### config.mk
export PLATFORM = sky130hd
export DESIGN_NAME = dlt_isqrt
export DESIGN_NICKNAME = d
export VERILOG_FILES = /design/src/dlt_pkg.sv /design/src/dlt_isqrt.sv
export SDC_FILE = /design/constraint.sdc
export NUM_CORES = 1
export LEC_CHECK = 0
export BUFFER_PORTS_ARGS = -buffer_cell sky130_fd_sc_hd__clkbuf_2
export CORE_ASPECT_RATIO = 1.2
export CORE_MARGIN = 3
export CORE_UTILIZATION = 40
export DETAILED_ROUTE_END_ITERATION = 16
export HOLD_SLACK_MARGIN = 0.15
export PLACE_DENSITY = 0.6
export SYNTH_ARGS = -nofsm -noshare
export SYNTH_HDL_FRONTEND = slang
export SYNTH_SLANG_ARGS = --single-unit
### constraint.sdc
create_clock -name i_clk -period 3.4 [get_ports i_clk]
set_input_delay 0.34 -clock i_clk [delete_from_list [all_inputs] [get_ports i_clk]]
set_output_delay 0.34 -clock i_clk [all_outputs]
set_load 0.01 [all_outputs]
### src/dlt_pkg.sv
package dlt_pkg;

    // Fixed field widths of the ports
    localparam int ADDR_BITS  = 15;
    localparam int CHAN_BITS  = 16;
    localparam int COORD_BITS = 16;
    localparam int COL_BITS   = 8;
    localparam int ROW_BITS   = 7;
    localparam int WREG_BITS  = 9;
    localparam int HREG_BITS  = 8;

    localparam logic [WREG_BITS-1:0] MAP_WIDTH_RST  = 9'd256;
    localparam logic [HREG_BITS-1:0] MAP_HEIGHT_RST = 8'd128;

    // Angle arithmetic: turns in units of 2^-18
    localparam int TURN_BITS   = 18;
    localparam int ANG_BITS    = 21;
    localparam int DIR_BITS    = 18;
    localparam int CORDIC_W    = 40;
    localparam int GUARD_SHIFT = 20;
    localparam logic signed [ANG_BITS-1:0] HALF_TURN = 21'sd131072;

    // Integer square root of x^2+y^2
    localparam int SQ_BITS  = 32;
    localparam int SQ_STEPS = 16;
    localparam int ROOT_BITS = 17;

    typedef enum logic {
        REQ_WRITE  = 1'b0,
        REQ_LOOKUP = 1'b1
    } t_req;

    typedef enum logic {
        REG_MAP_WIDTH  = 1'b0,
        REG_MAP_HEIGHT = 1'b1
    } t_cfg_idx;

    typedef struct packed {
        logic                 lookup;
        logic                 wr_ok;
        logic [ADDR_BITS-1:0] addr;
        logic [CHAN_BITS-1:0] red;
        logic [CHAN_BITS-1:0] green;
        logic [CHAN_BITS-1:0] blue;
    } t_side;

    function automatic logic signed [ANG_BITS-1:0] atan_turn(input int i);
        logic signed [ANG_BITS-1:0] v;
        case (i)
            0:       v = 21'sd32768;
            1:       v = 21'sd19344;
            2:       v = 21'sd10221;
            3:       v = 21'sd5188;
            4:       v = 21'sd2604;
            5:       v = 21'sd1303;
            6:       v = 21'sd652;
            7:       v = 21'sd326;
            8:       v = 21'sd163;
            9:       v = 21'sd81;
            10:      v = 21'sd41;
            11:      v = 21'sd20;
            12:      v = 21'sd10;
            13:      v = 21'sd5;
            14:      v = 21'sd3;
            15:      v = 21'sd1;
            16:      v = 21'sd1;
            default: v = 21'sd0;
        endcase
        return v;
    endfunction

endpackage

### src/dlt_isqrt.sv
module dlt_isqrt
    import dlt_pkg::*;
(
    input  logic                 i_clk,
    input  logic                 i_en,
    input  logic [SQ_BITS-1:0]   i_val,
    output logic [ROOT_BITS-1:0] o_root
);

    logic [SQ_BITS-1:0] r_v [0:SQ_STEPS-1];
    logic [SQ_BITS-1:0] r_q [0:SQ_STEPS-1];

    // One result bit per stage, bit weight 4^(15-k)
    for (genvar k = 0; k < SQ_STEPS; k++) begin : g_step
        localparam logic [SQ_BITS-1:0] BIT = 32'h4000_0000 >> (2 * k);
        logic [SQ_BITS-1:0] sv, sq, trial, n_v, n_q;
        if (k == 0) begin : g_first
            assign sv = i_val;
            assign sq = '0;
        end else begin : g_next
            assign sv = r_v[k-1];
            assign sq = r_q[k-1];
        end
        always_comb begin
            trial = sq + BIT;
            if (sv >= trial) begin
                n_v = sv - trial;
                n_q = (sq >> 1) + BIT;
            end else begin
                n_v = sv;
                n_q = sq >> 1;
            end
        end
        always_ff @(posedge i_clk) begin
            if (i_en) begin
                r_v[k] <= n_v;
                r_q[k] <= n_q;
            end
        end
    end

    assign o_root = r_q[SQ_STEPS-1][ROOT_BITS-1:0];

endmodule

==> reports/qor.yml, run 1 <==
run_status: "complete, no violations"
num_rows: 107
antenna_found_initial: 0
p_total_uw: 21000
synthDominantCellAreaShare_pct: 63.6
dpl_worst_slack_ns: 0.125
synth_top_area_cell: "edfxtp_1"
dp_hpwl_um: 43400
syn_avg_cell_area_um2: 13.2
core_area_mm2: 0.0715
fin_crit_sh_pct: 96.2
setup_viol: 0
globalplace.congestion: 0.980
place_area_mm2: 0.0307
syn_nets: 2395
r2r_end: "r_v[1][53]"
hold_violations: 0
p_seq_share_pct: 48.9
fin_ws_ns: 0.130
root_buffer: "clkbuf_16"
peakVddDrop_uv: 422
drtIter0Drc: 806
drt_wl_total_um: 58600
synth.most_common_cell: "edfxtp_1"
drc_errors: 0
area_delta_synth_final_pct: 14.5
routedWlPerCell_um: 17.5
grt_pass1_wl_um: 94100
overflow: 0
cp_max_fo: 20
ys.flop_type: "edfxtp_1"
max_cap_viol_count: 0
min_path_type: "in -> reg"
tightest_slew_ns: 0.837
postSynthCellCount: 2211
fin_nets: 2554
synth_edf_count: 616
cp-end-kind: "register"
dr.pass1.iters: 5
min_path_cells: 1
synthTopCellsByCount: "edfxtp_1, inv_1, ha_1"
layout-drive-gt1-share_pct: 9.57
io_pins: 51
grt_max_degree: 127
p_comb_share_pct: 15.8
cp.arrival_ns: 3.62
crit_start: "r_v[1][25]"
power_density_mw_per_mm2: 630
via_per_inst: 5.25
p_leak_uw: 0.0125
antennaDiodeCount: 0
ys_types: 81
die_h_um: 301
cts_max_level: 3
cts.repair.resized: 0
grt_pass1_vias: 19000
maxSlewViolCount: 0
ant_nets: 0
ys_seq_area_share_pct: 63.6
rr_worst_depth: 7
p_clk_share_pct: 35.2
criticalPathCategory: "reg -> reg"
min_delay_worst_endpoint: "r_q[0][184]"
fmax_mhz: 306
rsz0062_at_grt: "no"
startpoint_type: "register"
cts-buffers-inserted: 69
fin_skew_ns: 0.0294
clockBufferDepth: 3
yosysWarnings: 0
num_vias: 17600
dieArea_mm2: 0.0760
start_util_pct: 40.7
fin_area_mm2: 0.0333
power_switching_uw: 5570
holdCritStartpoint: "i_en"
ff2ff_setup_slack_ns: 0.13
fin_hold_ws_ns: 0.198
cts_num_sinks: 616
worstPathRequired_ns: 3.75
clk_pin_slew_ns: 0.05
finalSetupTns_ns: 0
grt_usage_pct: 15.7
relSlewSlack_pct: 43.7
synthArstFlopShare_pct: 0
netSwitchingFraction_pct: 26.6
min_period_ns: 3.27
clk_latency_ns: 0.61
synth_area_mm2: 0.0291
p_int_uw: 15400
regToRegStartpoint: "r_v[1][25]"
die_x_um: 252
ys_top_cells_by_area: "edfxtp_1, ha_1, xor2_1, xnor2_1, inv_1"
synth_seq_cells: 616
cts_tree: "built"
port_buffers: 49
-- cell type report --
cell class                      instances  area, um^2
Clock buffer                           86        1810
Multi-Input combinational cell       1387        9740
Timing Repair Buffer                  117         933
Clock inverter                         40         477
Sequential cell                       616       18500
Fill cell                            6236       38200
Tap cell                              926        1160
Inverter                              179         672
-- kinds of logic (layout without fill, tap and decap cells) --
logic type | after synthesis | in the layout | share of synthesized area [%]
AO/OA/AOI/OAI | 412 | 412 | 8.74
other | 1 | 1 | 0.0129
flip-flops | 616 | 616 | 63.6
AND/OR/NAND/NOR | 604 | 604 | 11.5
multiplexers | 22 | 22 | 0.822
adder cells (fa/ha/maj) | 150 | 150 | 6.45
XOR/XNOR | 198 | 198 | 5.96
buffers and inverters | 208 | 422 | 2.89
-- flip-flops by register name, indices dropped and copies added (netlist names) --
register	flops
r_v	480
r_q	136
-- metrics by stage --
| step | cells | util, % |
|---|---|---|
| 3_5_place_dp | 3193 | 42.9 |
| 2_1_floorplan | 2211 | - |
| 4_1_cts | 3351 | 46.6 |
| 6_report | 3351 | 46.6 |
| 3_3_place_gp | 3193 | 42.9 |
| 5_1_grt | 3351 | 46.6 |
-- how the worst max path moves through the flow --
stage | end | slack [ns] | depth (start not counted)
after floorplan | r_v[1][108] | 0.65 | 8
after global placement | r_v[1][53] | 0.21 | 7
after detailed placement | r_v[1][62] | 0.13 | 8
after CTS | r_v[1][62] | 0.11 | 8
after global routing | r_v[1][217] | 0.002 | 9
final | r_v[1][53] | 0.13 | 7
-- power groups by stage --
stage	combinational [uW]	clock (uW)	sequential, uW
after global routing	3740	7920	10400
final	3320	7380	10300
after global placement	3180	0	10400
after CTS	3330	7600	10300
after detailed placement	3290	0	10400
after floorplan	2420	0	10100
-- critical path, cell delays in order (launching register included) --
cell	delay, ns
edfxtp_1	0.43
or3_1	0.44
or4_1	0.61
a31oi_1	0.46
nor4b_4	0.41
buf_4	0.31
inv_1	0.09
mux2_2	0.27
-- placed cells by master, fill, tap and decap left out, types with 12 or more instances in the layout --
cell type      netlist  final
clkinv_1             0     18
o21ai_0            130    130
buf_4                5     29
nor3_1              52     52
xnor2_1             79     79
or3_1               32     32
clkbuf_2             0     48
inv_1              179    179
nor2b_1             19     19
nand3_1             20     20
nor2_1             109    108
nand2_1            128    128
edfxtp_1           616    616
a21o_1              25     25
xor2_1             119    119
clkbuf_1            11     16
nand4_1             28     28
or4_1               19     19
nand2b_1            33     33
a211oi_1            12     12
dlygate4sd3_1        0     32
a21oi_1            123    123
ha_1               150    150
nor4_1              77     77
clkbuf_16            0     70
o21a_1              32     32
nor4b_1             12     12
mux2_2              15     15
-- metal layers --
layer | part of all wire [%] | track usage, % | vias to the layer above
met1 | 31 | 12.9 | 8420
li1 | - | - | 8649
met5 | 0 | 0 | -
met2 | 60 | 33.6 | 355
met4 | 5.5 | 9.37 | 0
met3 | 3.0 | 2.35 | 156
-- what timing repair did --
action / CTS / global route
setup buffers: 0 / 0
endpoints found under the hold margin: 32 / 0
hold buffers: 32 / 0
No activity file was read; power rests on OpenSTA's default activity.
==> run 2, diff against run 1 <==
ABC_AREA = 1   (was unset)
==> run 2 against run 1 <==
Effect of this change:
- wire length increased by 46%
- via count increased by 40%
- maximum frequency increased by 22%
- combinational power increased by 45%
- synthesized cell count increased by 69%
- sequential cell count unchanged
- largest cell class unchanged
==> reports/qor.yml, run 2 <==
run_status: "complete, no violations"
cp_num_buf_inv: 3  # +1
synthDominantCellAreaShare_pct: 54.6  # -9.0 points
cp-end-kind: "register"
postSynthCellCount: 3727  # +69%
grt_pass1_vias: 25000  # +31%
antennaDiodeCount: 0  # unchanged
syn_nets: 3911  # +63%
top_usage_layer: "met2"
hold_violations: 0  # unchanged
netSwitchingFraction_pct: 31.1  # +4.5 points
cts_setup_buffers: 0  # unchanged
fin_nets: 4051  # +59%
die_h_um: 325  # +7.8%
area_delta_synth_final_pct: 12.1
clk_latency_ns: 0.64  # +0.03 ns
cts_tree: "built"
io_pins: 51  # unchanged
cp_top_family: "buffers and inverters"
synth_area_mm2: 0.0339  # +16%
grt_usage_pct: 19.3  # +3.7 points
dr.pass1.iters: 5  # unchanged
synth_seq_cells: 616  # unchanged
power_switching_uw: 6900  # +24%
drc_errors: 0  # unchanged
dp_hpwl_um: 67400  # +55%
tightest_slew_ns: 0.897  # +0.0600 ns
cts-buffers-inserted: 66  # -4.3%
routedWlPerCell_um: 17.0  # -3.1%
ys_top_cells_by_area: "edfxtp_1, nand2_1, inv_1, ha_1, nor2_1"
p_comb_share_pct: 21.7  # +5.9 points
grtUsageMet3_pct: 2.43  # +0.076 points
peakVddDrop_uv: 476  # +13%
relSlewSlack_pct: 40.1  # -3.6 points
ys.flop_type: "edfxtp_1"
num_rows: 116  # +8.4%
synthTopCellsByCount: "nand2_1, edfxtp_1, inv_1"
synth_edf_count: 616  # unchanged
cp_max_fo: 23  # +15%
ys_types: 49  # -40%
globalplace.congestion: 0.938  # -4.2%
rsz0062_at_grt: "no"
ant_nets: 0  # unchanged
grt_pass1_wl_um: 133000  # +41%
power_density_mw_per_mm2: 585  # -7.0%
clockBufferDepth: 3  # unchanged
final_common_cell: "nand2_1"
core_area_mm2: 0.0836  # +17%
clk_pin_slew_ns: 0.06  # about the same
finalSetupTns_ns: 0  # unchanged
root_buffer: "clkbuf_16"
min_path_type: "in -> reg"
path_cells: "inv_1 > ha_1 > nand2_2 > inv_1 > nand2_1 > nor2_1 > a21oi_2 > nand4_2 > inv_2 > a21oi_2"
largest_register_ffs: 480  # unchanged
cts_max_level: 3  # unchanged
start_util_pct: 40.5  # -0.16 points
seq_area_mm2: 0.0185  # unchanged
p_clk_share_pct: 32.4  # -2.8 points
startpoint_type: "register"
maxSlewViolCount: 0  # unchanged
p_int_uw: 15300  # -0.53%
fill_cells: 8081  # +30%
p_leak_uw: 0.0166  # +33%
syn_avg_cell_area_um2: 9.09  # -31%
yosysWarnings: 0  # unchanged
layout-drive-gt1-share_pct: 8.45  # -1.1 points
fin_crit_sh_pct: 78.9  # -17 points
top_register: "r_v"
dieArea_mm2: 0.0882  # +16%
fin_skew_ns: 0.0507  # +0.0213 ns
crit_start: "r_q[1][177]"
crit_slowest_cell: "inv_2"
port_buffers: 49  # unchanged
cts.repair.resized: 0  # unchanged
regToRegStartpoint: "r_q[1][177]"
cts_num_sinks: 616  # unchanged
cp.arrival_ns: 3.04  # -0.58 ns
synth_top_area_cell: "edfxtp_1"
criticalPathCategory: "reg -> reg"
drt_wl_total_um: 85400  # +46%
min_period_ns: 2.68  # -0.588 ns
drtIter0Drc: 1306  # +62%
die_x_um: 272  # +7.7%
multi_input_area_mm2: 0.0128  # +32%
synthArstFlopShare_pct: 0  # unchanged
grt_max_degree: 123  # -3.1%
final_cell_mix: "nand2_1, edfxtp_1, inv_1, nor2_1, nand3_1"
num_vias: 24500  # +40%
holdCritStartpoint: "i_val[27]"
setup_viol: 0  # unchanged
fin_util_pct: 45.4  # -1.2 points
via_per_inst: 4.87  # -7.1%
grtUsageMet2_pct: 37.3  # +3.8 points
grtUsageMet1_pct: 19.4  # +6.5 points
critPathMaxStageDelay_ns: 0.55  # -0.06 ns
antenna_found_initial: 0  # unchanged
ys_seq_area_share_pct: 54.6  # -9.0 points
fmax_mhz: 373  # +22%
top_regs: "r_v x480, r_q x136"
worstPathRequired_ns: 3.75  # about the same
p_seq_share_pct: 45.9  # -3.0 points
max_cap_viol_count: 0  # unchanged
overflow: 0  # unchanged
synth.most_common_cell: "nand2_1"
[run 2: logic make-up after synthesis]
family,Yosys count,share of synthesized area (%)
other cells,1,0.0111
flops,616,54.6
buf+inv,638,7.53
simple gates,1933,24.4
xor+xnor,104,2.69
fa+ha+maj,150,5.54
compound gates,285,5.23
[run 2: repair_timing]
action                     4_1_cts  5_1_grt
hold buffers                    33        0
setup endpoints to repair        0        0
hold endpoints to repair        59        0
[run 2: final timing paths]
check	cells past startpoint	slack [ns]	to
setup / recovery	10	0.72	r_v[1][220]
hold / removal	2	0.44	r_v[0][27]
setup reg to reg	10	0.72	r_v[1][220]
hold reg to reg	0	0.44	r_v[1][33]
[run 2: final cells by class]
type                       count  area share, %
sequential                   616           48.7
multi-input combinational   2473           33.8
inverter                     613           6.08
clock buffer                  81           4.50
tap                         1121           3.70
timing repair buffer          97           2.00
clock inverter                36           1.19
[run 2: power by group through the flow]
stage	clock network, uW	registers (uW)	logic (uW)
finish	7190	10200	4820
global route	7700	10300	5510
CTS	7400	10200	4840
detailed placement	0	10400	4790
global placement	0	10400	4780
floorplan	0	10000	3540
[run 2: metal layers]
| layer | share of wire [%] | routed length (um) |
|---|---|---|
| met5 | 0 | 0 |
| met4 | 6.8 | 5790 |
| met3 | 3.2 | 2750 |
| met2 | 54 | 45800 |
| met1 | 36 | 31000 |
[run 2: metrics by stage]
step | instance area, um^2 | worst slack (ns) | hold slack, ns | std cells | total power [uW]
finish | 37900 | 0.719 | 0.438 | 5037 | 22200
detailed placement | 35500 | 0.747 | 0.430 | 4887 | 15200
global placement | 35500 | 0.757 | 0.424 | 4887 | 15100
floorplan | 33900 | 1.45 | 0.417 | 3727 | 13600
global route | 37900 | 0.505 | 0.427 | 5037 | 23500
CTS | 37900 | 0.720 | 0.382 | 5037 | 22500
==> run 3, diff against run 2 <==
PLACE_DENSITY = 0.62   (was 0.6)
clock period = 2.35 ns   (was 3.4 ns; I/O delays follow)
==> run 3 against run 2 <==
Effect of this change:
- sequential power increased by 44%
- worst hold slack got worse by 0.11 ns
- register-to-register slack lost 0.61 ns
- first-iteration DRC count is 13% higher
- wire length is 2.5% higher
- combinational power rose by 65%
- critical path type unchanged
- largest power group unchanged
- highest routed layer unchanged
==> reports/qor.yml, run 3 (synthesis gave the netlist of run 2 again) <==
min_period_ns: 2.24  # -0.436 ns
startpoint_type: "register"
drtIter0Drc: 1477  # +13%
dr.pass1.iters: 5  # unchanged
largest_register_ffs: 480  # unchanged
critPathMaxStageDelay_ns: 0.46  # -0.09 ns
peakVddDrop_uv: 685  # +44%
cts_num_sinks: 616  # unchanged
cp_max_fo: 5  # -78%
min_path_cells: 2  # unchanged
grt_max_degree: 88  # -28%
fin_crit_sh_pct: 95.5  # +17 points
routedWlPerCell_um: 16.6  # -2.2%
start_util_pct: 40.5  # unchanged
final_common_cell: "nand2_1"
path_depth: 9  # -1
grt_usage_pct: 19.8  # +0.50 points
num_rows: 116  # unchanged
ant_nets: 0  # unchanged
cp_num_buf_inv: 2  # -1
maxSlewViolCount: 0  # unchanged
root_buffer: "clkbuf_16"
relSlewSlack_pct: 64.8  # +25 points
cp_top_family: "compound AO/OA/AOI/OAI gates"
r2r_end: "r_v[1][127]"
worstPathRequired_ns: 2.72  # -1.03 ns
cts-buffers-inserted: 69  # +4.5%
max_cap_viol_count: 0  # unchanged
top_register: "r_v"
grt_pass1_wl_um: 137000  # +2.8%
fin_util_pct: 48.3  # +2.9 points
criticalPathCategory: "reg -> reg"
die_h_um: 325  # unchanged
tightest_slew_ns: 0.528  # -0.369 ns
path_cells: "ha_1 > nand2_1 > inv_1 > nand2_1 > o21bai_1 > buf_4 > nand2_1 > nand3_1 > a21oi_2"
top_regs: "r_v x480, r_q x136"
dpl_worst_slack_ns: -0.387  # -1.13 ns
antenna_found_initial: 0  # unchanged
overflow: 0  # unchanged
cp.arrival_ns: 2.61  # -0.43 ns
setup_viol: 0  # unchanged
fin_skew_ns: 0.0516  # +0.000910 ns
cp-end-kind: "register"
io_pins: 51  # unchanged
die_x_um: 272  # unchanged
grt_pass1_vias: 25800  # +3.2%
regToRegStartpoint: "r_v[1][75]"
clk_pin_slew_ns: 0.06  # about the same
fin_nets: 4290  # +5.9%
final_cell_mix: "nand2_1, edfxtp_1, inv_1, nor2_1, buf_4"
p_leak_uw: 0.0179  # +7.5%
cpMostUsedCell: "nand2_1"
dp_hpwl_um: 69000  # +2.3%
via_per_inst: 4.82  # -1.2%
layout-drive-gt1-share_pct: 15.2  # +6.7 points
core_area_mm2: 0.0836  # unchanged
antennaDiodeCount: 0  # unchanged
fmax_mhz: 446  # +19%
min_path_type: "in -> reg"
crit_end: "r_v[1][127]"
rr_worst_depth: 9  # -1
run_status: "complete, no violations"
drc_errors: 0  # unchanged
fill_cells: 7907  # -2.2%
ff2ff_setup_slack_ns: 0.11  # -0.61 ns
cts_tree: "built"
fin_ws_ns: 0.105  # -0.614 ns
area_delta_synth_final_pct: 19.2
drt_wl_total_um: 87600  # +2.5%
globalplace.congestion: 0.932  # -0.71%
crit_slowest_cell: "o21bai_1"
cts_max_level: 3  # unchanged
clk_latency_ns: 0.63  # about the same
crit_start: "r_v[1][75]"
clockBufferDepth: 3  # unchanged
hold_violations: 0  # unchanged
dieArea_mm2: 0.0882  # unchanged
power_density_mw_per_mm2: 825  # +41%
port_buffers: 49  # unchanged
num_vias: 25400  # +3.6%
run 3: how the worst min path moves through the flow:
stage	start	end	slack, ns
global placement	r_v[1][71]	r_v[1][103]	0.42
finish	i_val[10]	r_v[0][10]	0.33
CTS	i_val[9]	r_v[0][9]	0.28
global route	i_val[10]	r_v[0][10]	0.30
floorplan	i_val[0]	r_v[0][0]	0.33
detailed placement	r_v[0][78]	r_v[0][110]	0.43
run 3: power by group:
group	total, uW	leakage (uW)	internal, uW	switching [uW]
Combinational	7940	0.0109	3100	4840
Sequential	14700	0.00591	13800	950
Clock	10600	0.00109	6060	4570
run 3: what timing repair did:
action | 4_1_cts | 5_1_grt
hold buffers | 33 | 0
gates resized for setup | 8 | 68
setup buffers | 7 | 18
endpoints found under the setup margin | 63 | 109
gates cloned | 0 | 1
pin swaps | 3 | 7
endpoints found under the hold margin | 47 | 0
run 3: stage by stage:
| stage | total power (uW) | std cells | hold slack, ns | instance area (um^2) | TNS (ns) |
|---|---|---|---|---|---|
| 2_1_floorplan | 19600 | 3727 | 0.334 | 33900 | 0 |
| 3_3_place_gp | 22500 | 5097 | 0.421 | 37100 | -7.59 |
| 3_5_place_dp | 22600 | 5097 | 0.428 | 37100 | -8.22 |
| 4_1_cts | 33400 | 5261 | 0.280 | 39900 | 0 |
| 5_1_grt | 35300 | 5280 | 0.296 | 40400 | -0.0400 |
| 6_report | 33300 | 5280 | 0.331 | 40400 | 0 |
run 3: metal layers:
layer	track usage, %	routed length, um	part of all wire (%)	up-vias
met5	0	0	0	-
met2	39.7	49000	56	487
li1	-	-	-	13000
met1	19.9	31800	36	11700
met3	2.42	2500	2.9	213
met4	9.53	4300	4.9	0
run 3: area by class of cell:
type,instances,area [um^2],share of cell area (%)
Sequential cell,616,18500,45.8
Multi-Input combinational cell,2474,13200,32.8
Timing Repair Buffer,332,2650,6.56
Inverter,613,2310,5.72
Clock buffer,77,1760,4.35
Tap cell,1121,1400,3.47
Clock inverter,47,517,1.28
